<file path="src/design/bpcc_pkg.sv">
package bpcc_pkg;

    // defaults for the top-level parameters
    localparam int MAX_POSITIONS_DEF = 16;
    localparam int COUNT_BITS_DEF    = 32;

    // fixed field widths
    localparam int BASE_W    = 2;
    localparam int BASES     = 4;
    localparam int WEIGHT_W  = 16;
    localparam int POS_W     = 4;
    localparam int VALUE_W   = 48;
    localparam int ACTION_W  = 2;
    localparam int CFG_LEN_W = 5;

    localparam logic [VALUE_W-1:0] VALUE_MAX = '1;

    // stream payload widths
    localparam int S_TDATA_W = 32;
    localparam int M_TDATA_W = 48;

    // configuration port
    localparam int APB_AW = 3;
    localparam int APB_DW = 32;
    localparam logic [0:0] REG_IDX_SEQ_LEN = 1'b0;
    localparam logic [CFG_LEN_W-1:0] SEQ_LEN_RESET = 5'd16;
    localparam int MIN_LEN = 2;

    typedef enum logic [ACTION_W-1:0] {
        ACT_ADD      = 2'd0,
        ACT_RD_PAIR  = 2'd1,
        ACT_RD_MARG  = 2'd2,
        ACT_RD_TOTAL = 2'd3
    } t_action;

    typedef enum logic [3:0] {
        ST_CLEAR,
        ST_IDLE,
        ST_DECODE,
        ST_MARG_WR,
        ST_PAIR_RD,
        ST_PAIR_WR,
        ST_RD_WAIT,
        ST_DONE
    } t_state;

    // controller -> datapath
    typedef struct packed {
        logic clear_step;
        logic latch_in;
        logic decode;
        logic marg_wr;
        logic pair_rd;
        logic pair_wr;
        logic rd_capture;
        logic finish;
    } t_dp_cmd;

    // datapath -> controller
    typedef struct packed {
        logic    sweep_last;
        t_action action;
        logic    read_bad;
        logic    pos_zero;
        logic    pair_last;
    } t_dp_sts;

    // width of the effective length and of position compares
    function automatic int len_width(input int max_pos);
        return ($clog2(max_pos + 1) > CFG_LEN_W) ? $clog2(max_pos + 1) : CFG_LEN_W;
    endfunction

endpackage

</file>
<file path="src/design/bpcc_regs.sv">
module bpcc_regs #(
    parameter int MAX_POSITIONS = bpcc_pkg::MAX_POSITIONS_DEF,
    localparam int LW = bpcc_pkg::len_width(MAX_POSITIONS)
) (
    input  logic                          i_clk,
    input  logic                          i_rst_n,
    input  logic                          i_psel,
    input  logic                          i_penable,
    input  logic                          i_pwrite,
    input  logic [bpcc_pkg::APB_AW-1:0]   i_paddr,
    input  logic [bpcc_pkg::APB_DW-1:0]   i_pwdata,
    output logic [bpcc_pkg::APB_DW-1:0]   o_prdata,
    output logic                          o_pready,
    output logic [LW-1:0]                 o_len
);

    logic [bpcc_pkg::CFG_LEN_W-1:0] r_seq_len;
    logic                           n_seq_len_we;
    logic                           reg_hit;

    assign reg_hit      = (i_paddr[bpcc_pkg::APB_AW-1:2] == bpcc_pkg::REG_IDX_SEQ_LEN);
    assign n_seq_len_we = i_psel & i_penable & i_pwrite & reg_hit;
    assign o_pready     = 1'b1;

    always_ff @(posedge i_clk) begin
        if (!i_rst_n) begin
            r_seq_len <= bpcc_pkg::SEQ_LEN_RESET;
        end else if (n_seq_len_we) begin
            r_seq_len <= i_pwdata[bpcc_pkg::CFG_LEN_W-1:0];
        end
    end

    always_comb begin
        o_prdata = '0;
        if (i_psel && reg_hit) begin
            o_prdata = bpcc_pkg::APB_DW'(r_seq_len);
        end
    end

    // effective length, clamped to [2, MAX_POSITIONS]
    always_comb begin
        o_len = LW'(r_seq_len);
        if (o_len < LW'(bpcc_pkg::MIN_LEN)) begin
            o_len = LW'(bpcc_pkg::MIN_LEN);
        end else if (o_len > LW'(MAX_POSITIONS)) begin
            o_len = LW'(MAX_POSITIONS);
        end
    end

endmodule

</file>
<file path="config.mk">
export PLATFORM = sky130hd
export DESIGN_NAME = bpcc_regs
export DESIGN_NICKNAME = d
export VERILOG_FILES = /design/src/design/bpcc_pkg.sv /design/src/design/bpcc_regs.sv
export SDC_FILE = /design/constraint.sdc
export NUM_CORES = 1
export LEC_CHECK = 0
export BUFFER_PORTS_ARGS = -buffer_cell sky130_fd_sc_hd__buf_2
export CAP_MARGIN = 10
export CORE_MARGIN = 4
export CORE_UTILIZATION = 31
export CTS_CLUSTER_SIZE = 12
export DETAILED_ROUTE_END_ITERATION = 10
export PLACE_DENSITY = 0.94
export SLEW_MARGIN = 0
export SYNTH_ARGS = -nofsm -noshare
export SYNTH_HDL_FRONTEND = slang
export SYNTH_SLANG_ARGS = --single-unit
</file>
<file path="constraint.sdc">
create_clock -name i_clk -period 1.25 [get_ports i_clk]
set_clock_uncertainty 0.2 [all_clocks]
set_input_delay 0.0625 -clock i_clk [delete_from_list [all_inputs] [get_ports i_clk]]
set_output_delay 0.0625 -clock i_clk [all_outputs]
set_load 0.005 [all_outputs]
</file>
======== Word level (Yosys, flattened, before mapping) ========
Cells that the tools add are included.
operators by class
  reductions and logical operators ........ 1
  mux-type cells .......................... 3
  magnitude comparators ................... 2
  bitwise operators ....................... 4
operator list
  operator              number
  $mux W5               3
  $gt A5 B5 Y1 const B  1
  $lt A5 B2 Y1 const B  1
  $and A1 B1 Y1         3
  $logic_and A1 B1 Y1   1
  $not A1 Y1            1
storage, ports and cells
  register bits ........................... 5
  logic and storage cells ................. 11
  bits of input ports ..................... 40
  output and inout bits ................... 38

======== Longest topological paths before layout ========
  depth in word-level cells ............... 3
  gate-level depth with buffers ........... 3
  mapped depth without buffers ............ 2

======== Worst setup path after synthesis ========
OpenSTA, ideal clock, no wires.
  kind .................................... register -> output
  start point ............................. register r_seq_len[2] in the netlist's numbering
  end point ............................... output o_len[1]
  buffers on the path ..................... 0
  data required time ...................... 0.988 ns
  cell stages (with the launch flop) ...... 3
  arrival ................................. 0.612 ns
  slack ................................... 0.375 ns
  cell sequence ........................... dfxtp_1 o21ba_2 nor2_1
on the way
  word-level cells in the longest chain between the ends .. 3
  elaborated cells on any way between the ends .. 4
  those cells by class .................... 2 x order compare; 2 x mux
RTL lines
  what                      RTL line         source
  start: declaration        bpcc_regs.sv:17  logic [bpcc_pkg::CFG_LEN_W-1:0] r_seq_len;
  start signal: assignment  bpcc_regs.sv:27  r_seq_len <= bpcc_pkg::SEQ_LEN_RESET;
  start signal: assignment  bpcc_regs.sv:29  r_seq_len <= i_pwdata[bpcc_pkg::CFG_LEN_W-1:0];
  $gt A5 B5 Y1              bpcc_regs.sv:45  end else if (o_len > LW'(MAX_POSITIONS)) begin
  $mux W5                   bpcc_regs.sv:45
  $mux W5 (*)               bpcc_regs.sv:43  if (o_len < LW'(bpcc_pkg::MIN_LEN)) begin
  end: declaration          bpcc_regs.sv:14  output logic [LW-1:0] o_len
Every way passes the cells marked *; elsewhere a longest branch is shown, timed or not.

======== Final worst setup path ========
Ends and elaborated chain as after synthesis.

==> impl_metrics.py <==
metrics = {
    "final_layout": {
        "largest_register_ffs": 5,
        "layout.nets": 132,
        "areaGrowthSynthToFinish_pct": 19.1,
        "final_cells": 107,
        "largest_register": "r_seq_len",
        "drive_gt1_share_pct": 34.1,
        "antenna_cells": 0,
        "fin_util_pct": 40.0,
        "largestRegisters": "r_seq_len (5)",
    },
    "worst_setup_path": {
        "r2r_start": "r_seq_len[4]",
        "critPathBufInv": 1,
        "worstPathRequired_ns": 0.99,
        "r2r_setup_slack_ns": 0.40,
        "path_delay_family": "flip-flops",
        "r2r-end": "r_seq_len[4]",
        "end_kind": "output port",
        "cp_slowest_cell": "dfxtp_2",
        "path_cells": "o21ba_4 > nor2_1 > buf_2",
        "startpoint_type": "register",
        "cp_max_fo": 5,
        "reg2regPathDepth": 2,
        "critPathKind": "register to output port",
        "slowest_delay_ns": 0.33,
        "arrival_ns": 0.96,
    },
    "die": {
        "ios": 78,
        "die_area_um2": 2390,
        "start_util_pct": 33.6,
        "row_count": 14,
        "fp.coreArea_um2": 1540,
        "dieWidth_um": 48.9,
        "fp.dieH_um": 48.9,
    },
    "global_route": {
        "grt_antenna_before_repair": 0,
        "grt_pass1_wl_um": 1480,
        "grt_max_degree": 11,
        "grt_pass1_vias": 366,
        "grt.total_usage_pct": 7.95,
        "overflow": 0,
    },
    "clocking": {
        "cts-root-buf": "clkbuf_4",
        "ctsLongestPathBuffers": 2,
        "clk_pin_slew_ns": 0.04,
        "cts.htree.levels": 1,
        "clock_sinks": 5,
        "postCtsSetupBuffers": 0,
        "clkLatencyLatePin_ns": 0.23,
        "cts_tree": "yes",
        "cts_buffers": 3,
    },
    "power_and_ir_drop": {
        "power_mw": 0.426,
        "p_leak_nw": 0.327,
        "p_per_area_nw_per_um2": 691,
        "ir_drop_mv": 0.226,
    },
    "worst_hold_path": {
        "hp-start": "i_psel",
        "whs_path_depth": 3,
        "hp-class": "input port to register",
        "whs_endpoint": "r_seq_len[4]",
    },
    "place": {
        "place_inst": 97,
        "gp_congestion": 0.641,
        "pre_cts_slack_ns": 0.161,
        "port_buffers": 20,
    },
    "drt": {
        "num_vias": 398,
        "wl_met1_um": 253,
        "ant_nets": 0,
        "viasPerCell": 3.72,
        "wl_met2_um": 509,
        "drc_errors": 0,
        "first_pass_iters": 2,
        "dr.first_iter.drc_count": 3,
        "wl_um": 913,
        "wl_met3_um": 150,
        "avgRoutedWirePerCell_um": 8.53,
        "highest_layer": "met3",
    },
    "timing": {
        "rsz0062_at_grt": "true",
        "fin_ws_ns": 0.0279,
        "fin_crit_ns": 1.22,
        "maxSlewViolCount": 0,
        "finalSetupViolations": 0,
        "post-route-period-util_pct": 97.8,
        "hold_viol_final": 0,
        "fmax_mhz": 818,
    },
    "yosys": {
        "ys_ff_latch": 5,
        "postSynthAreaPerCell_um2": 7.85,
        "yosysWarnings": 0,
        "synth_cells": 66,
        "synth-seq-area-share_pct": 19.3,
        "ys_types": 15,
        "syn_area_um2": 518,
    },
    "run": {
        "cap_violations": 0,
    },
    "outcome": {
        "status": "completed",
    },
}
worst max-delay path by stage:
stage                 startpoint      endpoint  slack (ns)  cells past startpoint
floorplan           r_seq_len[2]      o_len[1]        0.38                      2
global route        r_seq_len[1]      o_len[0]       -0.02                      3
CTS                 r_seq_len[3]      o_len[0]       -0.01                      3
global placement      i_paddr[2]  r_seq_len[3]        0.20                      3
detailed placement    i_paddr[2]  r_seq_len[3]        0.16                      3
finish              r_seq_len[2]      o_len[1]        0.03                      3
placed cells by master (no fill, tap or decap):
master         instances
conb_1                28
buf_2                 20
nand2_1                8
dlygate4sd3_1          6
and2_1                 5
mux2i_1                5
nor2b_1                4
clkbuf_4               3
dfxtp_2                3
nor3_2                 1
nor3b_2                1
o21ba_4                1
nor2_1                 1
and2b_2                1
and4b_1                1
clkbuf_1               1
dfxtp_1                1
dfxtp_4                1
final cells by class:
cell class | count | area (um^2)
sequential | 5 | 108
fill | 159 | 925
timing repair buffer | 26 | 160
clock buffer | 4 | 26.3
multi-input combinational | 56 | 303
tap | 16 | 20.0
cells by family (layout without fill, tap and decap cells):
group	count (synthesis)	in the layout	synth area share, %
and+or+nand+nor	22	22	23.4
DFF	5	5	19.3
AOI/OAI and AO/OA	1	1	1.93
buffers and inverters	31	30	44.2
other	2	28	1.45
muxes	5	5	9.66
metrics by stage:
stage	setup TNS [ns]	hold WS [ns]	cell area (um^2)
final	0	0.174	617
after global routing	-0.0332	0.183	617
after CTS	-0.00970	0.177	604
after detailed placement	0	0.123	507
after global placement	0	0.117	507
after floorplan	0	0.00460	616
routing by layer:
metal	vias to the layer above	track usage, %
met5	-	0
met3	0	3.98
met4	0	5.38
met2	27	14.3
met1	170	6.59
li1	201	-
worst reg2reg max path, delay by kind of cell, from the launching register on:
kind	cells	cell delay, ns
flops	1	0.34
mux	1	0.07
simple gates	1	0.12
synth_stat cells:
cell type	number	area, um^2
o21ba_2	1	10.0
nor3_1	1	5.00
and2b_2	1	8.76
conb_1	2	7.51
buf_4	28	210
nor2_1	1	3.75
buf_6	1	11.3
nor3b_1	1	7.51
dfxtp_1	5	100
and4b_1	1	10.0
nand2_1	8	30.0
mux2i_1	5	50.1
and2_1	5	31.3
nor2b_1	4	25.0
clkbuf_1	2	7.51
timing repair:
item                                    4_1_cts  5_1_grt
gates cloned                                  0        0
hold buffers                                  6        0
endpoints found under the setup margin        1        3
hold endpoints to repair                      5        0
pin swaps                                     1        1
resized for setup                             5        3
power by group:
part / total (mW) / switching (mW) / internal, mW
Combinational: 0.0799 / 0.0406 / 0.0393
Clock: 0.179 / 0.0588 / 0.120
Sequential: 0.167 / 0.00452 / 0.163
Power figures use the tool's default switching activity.
