`config.mk`:
```
export PLATFORM = sky130hd
export DESIGN_NAME = bpcc_ctrl
export DESIGN_NICKNAME = d
export VERILOG_FILES = /design/src/design/bpcc_pkg.sv /design/src/design/bpcc_ctrl.sv
export SDC_FILE = /design/constraint.sdc
export NUM_CORES = 1
export LEC_CHECK = 0
export BUFFER_PORTS_ARGS = -buffer_cell sky130_fd_sc_hd__buf_2
export CAP_MARGIN = 5
export CORE_AREA = 2 2 39 41
export DETAILED_ROUTE_END_ITERATION = 7
export DIE_AREA = 0 0 41 43
export GPL_TIMING_DRIVEN = 0
export PLACE_DENSITY_LB_ADDON = 0.25
export SLEW_MARGIN = 40
export SYNTH_ARGS = -nofsm -noshare
export SYNTH_HDL_FRONTEND = slang
export SYNTH_SLANG_ARGS = --single-unit
export TNS_END_PERCENT = 10
```
`constraint.sdc`:
```
create_clock -name i_clk -period 1.9 [get_ports i_clk]
set_input_delay 0.095 -clock i_clk [delete_from_list [all_inputs] [get_ports i_clk]]
set_output_delay 0.095 -clock i_clk [all_outputs]
set_load 0.01 [all_outputs]
```
`src/design/bpcc_pkg.sv`:
```
package bpcc_pkg;

    // defaults for the top-level parameters
    localparam int MAX_POSITIONS_DEF = 16;
    localparam int COUNT_BITS_DEF    = 32;

    // fixed field widths
    localparam int BASE_W    = 2;
    localparam int BASES     = 4;
    localparam int WEIGHT_W  = 16;
    localparam int POS_W     = 4;
    localparam int VALUE_W   = 48;
    localparam int ACTION_W  = 2;
    localparam int CFG_LEN_W = 5;

    localparam logic [VALUE_W-1:0] VALUE_MAX = '1;

    // stream payload widths
    localparam int S_TDATA_W = 32;
    localparam int M_TDATA_W = 48;

    // configuration port
    localparam int APB_AW = 3;
    localparam int APB_DW = 32;
    localparam logic [0:0] REG_IDX_SEQ_LEN = 1'b0;
    localparam logic [CFG_LEN_W-1:0] SEQ_LEN_RESET = 5'd16;
    localparam int MIN_LEN = 2;

    typedef enum logic [ACTION_W-1:0] {
        ACT_ADD      = 2'd0,
        ACT_RD_PAIR  = 2'd1,
        ACT_RD_MARG  = 2'd2,
        ACT_RD_TOTAL = 2'd3
    } t_action;

    typedef enum logic [3:0] {
        ST_CLEAR,
        ST_IDLE,
        ST_DECODE,
        ST_MARG_WR,
        ST_PAIR_RD,
        ST_PAIR_WR,
        ST_RD_WAIT,
        ST_DONE
    } t_state;

    // controller -> datapath
    typedef struct packed {
        logic clear_step;
        logic latch_in;
        logic decode;
        logic marg_wr;
        logic pair_rd;
        logic pair_wr;
        logic rd_capture;
        logic finish;
    } t_dp_cmd;

    // datapath -> controller
    typedef struct packed {
        logic    sweep_last;
        t_action action;
        logic    read_bad;
        logic    pos_zero;
        logic    pair_last;
    } t_dp_sts;

    // width of the effective length and of position compares
    function automatic int len_width(input int max_pos);
        return ($clog2(max_pos + 1) > CFG_LEN_W) ? $clog2(max_pos + 1) : CFG_LEN_W;
    endfunction

endpackage

```
`src/design/bpcc_ctrl.sv`:
```
module bpcc_ctrl (
    input  logic              i_clk,
    input  logic              i_rst_n,
    input  logic              i_s_tvalid,
    output logic              o_s_tready,
    input  logic              i_m_tready,
    output logic              o_m_tvalid,
    input  bpcc_pkg::t_dp_sts i_sts,
    output bpcc_pkg::t_dp_cmd o_cmd
);

    bpcc_pkg::t_state r_state;
    bpcc_pkg::t_state n_state;
    logic             r_m_valid;
    logic             n_m_valid;
    logic             slot_free;

    assign slot_free  = !r_m_valid || i_m_tready;
    assign o_m_tvalid = r_m_valid;

    always_ff @(posedge i_clk) begin
        if (!i_rst_n) begin
            r_state   <= bpcc_pkg::ST_CLEAR;
            r_m_valid <= 1'b0;
        end else begin
            r_state   <= n_state;
            r_m_valid <= n_m_valid;
        end
    end

    // next state
    always_comb begin
        n_state = r_state;
        unique case (r_state)
            bpcc_pkg::ST_CLEAR: begin
                if (i_sts.sweep_last) n_state = bpcc_pkg::ST_IDLE;
            end
            bpcc_pkg::ST_IDLE: begin
                if (i_s_tvalid) n_state = bpcc_pkg::ST_DECODE;
            end
            bpcc_pkg::ST_DECODE: begin
                unique case (i_sts.action)
                    bpcc_pkg::ACT_ADD: n_state = bpcc_pkg::ST_MARG_WR;
                    bpcc_pkg::ACT_RD_PAIR,
                    bpcc_pkg::ACT_RD_MARG: begin
                        n_state = i_sts.read_bad ? bpcc_pkg::ST_DONE : bpcc_pkg::ST_RD_WAIT;
                    end
                    bpcc_pkg::ACT_RD_TOTAL: n_state = bpcc_pkg::ST_DONE;
                    default: n_state = bpcc_pkg::ST_DONE;
                endcase
            end
            bpcc_pkg::ST_MARG_WR: begin
                n_state = i_sts.pos_zero ? bpcc_pkg::ST_DONE : bpcc_pkg::ST_PAIR_RD;
            end
            bpcc_pkg::ST_PAIR_RD: n_state = bpcc_pkg::ST_PAIR_WR;
            bpcc_pkg::ST_PAIR_WR: begin
                n_state = i_sts.pair_last ? bpcc_pkg::ST_DONE : bpcc_pkg::ST_PAIR_RD;
            end
            bpcc_pkg::ST_RD_WAIT: n_state = bpcc_pkg::ST_DONE;
            bpcc_pkg::ST_DONE: begin
                if (slot_free) n_state = bpcc_pkg::ST_IDLE;
            end
            default: n_state = bpcc_pkg::ST_CLEAR;
        endcase
    end

    // outputs
    always_comb begin
        o_cmd      = '0;
        o_s_tready = 1'b0;
        n_m_valid  = r_m_valid && !i_m_tready;
        unique case (r_state)
            bpcc_pkg::ST_CLEAR:   o_cmd.clear_step = 1'b1;
            bpcc_pkg::ST_IDLE: begin
                o_s_tready     = 1'b1;
                o_cmd.latch_in = i_s_tvalid;
            end
            bpcc_pkg::ST_DECODE:  o_cmd.decode     = 1'b1;
            bpcc_pkg::ST_MARG_WR: o_cmd.marg_wr    = 1'b1;
            bpcc_pkg::ST_PAIR_RD: o_cmd.pair_rd    = 1'b1;
            bpcc_pkg::ST_PAIR_WR: o_cmd.pair_wr    = 1'b1;
            bpcc_pkg::ST_RD_WAIT: o_cmd.rd_capture = 1'b1;
            bpcc_pkg::ST_DONE: begin
                o_cmd.finish = slot_free;
                if (slot_free) n_m_valid = 1'b1;
            end
            default: o_cmd = '0;
        endcase
    end

endmodule

```
# Word-level counts from Yosys, hierarchy flattened
# Index checks and enable logic that the tools add are counted.
# op_classes
n_reduce_logical	8
n_eq_ne	13
n_mux	19
# op_table
operator	count
$pmux 4 s8	1
$eq 4x3->1 const B	4
$mux 1	12
$mux 4	3
$pmux 4 s3	1
$eq 4x2->1 const B	2
$ne 2x2->1 const B	3
$eq 2x2->1 const B	2
$eq 4x1->1 const B	1
$logic_not 4->1	1
$mux 2	2
$reduce_and 3->1	1
$eq 2x1->1 const B	1
$logic_not 1->1	2
$logic_not 2->1	1
$reduce_or 2->1	1
$logic_and 1x1->1	1
$logic_or 1x1->1	1
# totals
register_bits	5
elab_cells	42
out_inout_bits	10
in_bits	10

# Depth between registers and ports, before layout
# depth
word_depth	4
ltp_mapped	5
depth_no_buf	5

# Worst setup path after synthesis
# No wires, ideal clock.
# synth_timing
kind	register to register
from	register r_state[0]
to	register r_state[1]
n_path_buf	1
t_required_ps	1814
period_less_slack_ps	1051
setup_ps	86
slack_ps	849
t_arrival_ps	964
stages_incl_launch_ff	5
cell_sequence	dfxtp_1 buf_2 nand2b_1 o21a_1 a221oi_2
# synth_via
elab_chain_cells	3
word_cells_on_any_way	13
classes_between	10 x eq/ne; 1 x mux; 2 x reduce/logical
# synth_rtl
element	line	rtl
start, declared	bpcc_ctrl.sv:12	bpcc_pkg::t_state r_state;
start signal, assigned	bpcc_ctrl.sv:23	r_state <= bpcc_pkg::ST_CLEAR;
start signal, assigned	bpcc_ctrl.sv:26	r_state <= n_state;
$eq 4x3->1 (tied with other cells)	bpcc_ctrl.sv:34	unique case (r_state)
$ne 2x2->1 (no line)	n/a	
$reduce_and 3->1 (no line)	n/a	
# Several ways; a longest one is shown, not always the timed one.
# A chain may end at the register's enable or synchronous reset.

==> summary.md <==
| Metric | Value |
|---|---|
| Status | finished clean |
| CP required | 1.80 ns |
| DRC | 0 |
| Die X | between 40 and 50 um |
| Count leader, synth | nor2_1 |
| Final worst-path cycle share | 0.6825 |
| Worst slew margin | 0.8128 |
| CP Max Fanout | 10 |
| Area fraction in compound gates after synthesis | 0.2000 |
| Clock buffer count from CTS | 3 |
| Via count | 383 |
| Worst slew pin tran | 0.2772 ns |
| Met2 wire length | 349 um |
| Post-DP HPWL | 629.6 um |
| Multiplexer share of the synthesized area | 0.02909 |
| Fmax | 771.1 MHz |
| Number of global-route vias before repair | 303 |
| Sum of negative setup slack | 0 ns |
| Wire length per cell | 9.643 um |
| Post-Synth Simple-Gate Area | 0.3600 |
| R2r worst-path depth | 4 |
| Port-buffer cells | 19 |
| Layout area overhead | 40.00% |
| Delay-heaviest family, CP | simple AND/OR/NAND/NOR gates |
| Die Span Y | 43 um |
| CORE AREA | 0.001384 sq mm |
| Max-slew violations | 0 |
| CP Buf/Inv Count | 2 |
| Starting Density | 0.2486 |
| Root buf cell | clkbuf_4 |
| Pleak | 0.2540 nW |
| Top routing layer used | met3 |
| Final WL | 810 um |
| Main combinational cell family by area after synthesis | simple AND/OR/NAND/NOR gates |
| Largest net degree at the start of global routing | 11 |
| Synth cell count leaders | 6 x nor2_1, 5 x nand2b_1, 4 x dfxtp_1, 4 x inv_1 |
| M1 WL | 389 um |
| Number of max-cap violations | 0 |
| Sink Count | 4 |
| Yosys reg bits | 4 |
| Slowest stage delay, CP | 0.29 ns |
| # rows | 14 |
| Power Dens Cells | 705.3 mW/mm^2 |
| Setup slack at placement | about 0.73 ns |
| DIE AREA | 0.001763 sq mm |
| H-tree levels | 1 |
| Min Hold Slack | 0.1095 ns |
| Post-synth ARST share | 0 |
| Synth Instances | 46 |
| Startpoint types | flip-flop |
| Post-CTS setup buffers | 0 |
| First-pass GRT wire length | between 1000 and 1500 um |
| Layout cells sized above 1 | 0.3971 |
| Final Power | 339.8 uW |
| Worst Hold End | r_state[0] |
| Hold path start | i_rst_n |
| Reg-to-Reg Start | r_state[1] |
| Unrepaired setup endpoints after global routing | false |
| Endpoints failing setup | 0 |
| Ranking of synthesized cells by area | dfxtp_1 23%, nand2b_1 9.1%, ha_1 7.3%, nor2_1 6.5%, nor3_1 4.4% |
| Post-synth top flop | dfxtp_1 |
| Iter 0 DRT Violations | 4 |
| Clk_skew | roughly 0.0053 ns |
| PnR worst setup slack | 0.6032 ns |
| FF+latch area | 80.08 sq um |
| CTS tree | yes |
| Worst min-delay path category | in -> reg |
| Ports | 20 |
| CTS hold repair buffers | 0 |
| Nets | between 80 and 90 |
| Top-area cell type share of the netlist area | 0.2327 |
| Syn. warnings | 0 |
| Clk_lat worst skew | 0.24 ns |
| Hold Vio Cnt, Final | 0 |
| Vias/cell | about 4.6 |
| Synth Area in XOR/XNOR | 0 |
| Synth Cell Area | 344.1 sq um |
| Multi-input gate area | about 230 sq um |
| Synth Area in Adders | 0.07273 |
| Max IR drop VDD | 240.2 uV |
| Initial antenna violation count | 0 |
| EDFF count, synth | 0 |
| Post-synth cell types | 23 |
| Reg2reg end | r_state[0] |
| CP cell instances | buf_2 -> nand2b_1 -> nor2_1 -> and2_1 -> buf_2 |
| Seq/Total Area, Yosys | 0.2327 |
| Critical-path top delay cell | dfxtp_1 |
| Avg Cell Area, Syn | roughly 7.5 sq um |
| Register-to-Register Setup Slack | about 0.72 ns |
| Most used cell, CP | buf_2 |
| Final core occ | 0.3481 |
| WHS Path Cells | 3 |
| Final ANT Viol Nets | 0 |
| Fill cells | 153 |
| CP Capture Type | output pin |
| N_diodes | 0 |
| Post-CTS Resized | 0 |
| Min Tclk post-route | 1.297 ns |
| Grt ovf | 0 |
| Clock buffer depth | 2 |
| Synth Net Count | 58 |
| Clock transition at the register clock pins on the worst setup and hold paths after CTS | 0.04 ns |
| CP Class | reg -> out |
| Largest area contributor in the netlist | dfxtp_1 |
| Wire length on met3 | 70 um |
| Total GRT Usage | 0.1013 |
| Drt first pass iters | 4 |
| Gpl congestion | 0.6781 |
| Worst EP arrival | 1.20 ns |
[where the power goes]
group | switching, mW | internal (mW) | leakage, nW
clock network | 0.0356 | 0.0707 | 0.0138
registers | 0.00495 | 0.0932 | 0.0327
logic | 0.0729 | 0.0624 | 0.207
total | 0.113 | 0.226 | 0.254
[cells by family (layout without fill, tap and decap cells)]
| family | Yosys count | in the layout |
|---|---|---|
| buf+inv | 7 | 29 |
| flops | 4 | 4 |
| compound gates | 9 | 9 |
| mux | 1 | 1 |
| simple gates | 23 | 23 |
| fa+ha+maj | 2 | 2 |
[worst max path at each step]
stage	end	from	slack (ns)	depth (start not counted)
4_1_cts	o_cmd[6]	r_state[0]	0.58	5
3_3_place_gp	r_state[0]	r_state[1]	0.74	4
5_1_grt	o_cmd[6]	r_state[0]	0.48	5
3_5_place_dp	r_state[0]	r_state[1]	0.73	4
6_report	o_cmd[6]	r_state[0]	0.60	5
2_1_floorplan	r_state[1]	r_state[0]	0.85	4
[worst register-to-register path, cell delays in order, from the launching register on]
cell and delay (ns):
dfxtp_1 0.30, buf_2 0.20, nor4b_1 0.27, a22o_1 0.20
a31oi_1 0.08
[sequential cells by signal (all words and copies together) (netlist names)]
register and cells:
o_m_tvalid 1, r_state 3
[cells in the final DEF (no fill, tap or decap), types with 3 or more instances in the layout]
| master | instances |
|---|---|
| buf_2 | 21 |
| nor2_1 | 6 |
| nand2b_1 | 5 |
| inv_1 | 4 |
| dfxtp_1 | 4 |
| nor3_1 | 3 |
| nand2_1 | 3 |
| clkbuf_4 | 3 |
[metrics by stage]
step | area [sq um] | cells
3_5_place_dp | 459.2 | 81
3_3_place_gp | 459.2 | 81
2_1_floorplan | 344.1 | 46
5_1_grt | 481.7 | 84
4_1_cts | 481.7 | 84
6_report | 481.7 | 84
[layout make-up]
class	instances	share of cell area
inverter	4	0.03117
sequential	4	0.1662
tap	16	0.04156
multi-input combinational	35	0.4727
clock buffer	3	0.04675
timing repair buffer	19	0.1974
buffer	3	0.04416
[metal layers]
metal	track usage	up-vias
met1	0.1346	163
met2	0.1375	17
met4	0.02000	0
met5	0	-
met3	0.06283	0
li1	-	203
Power figures use the tool's default switching activity.
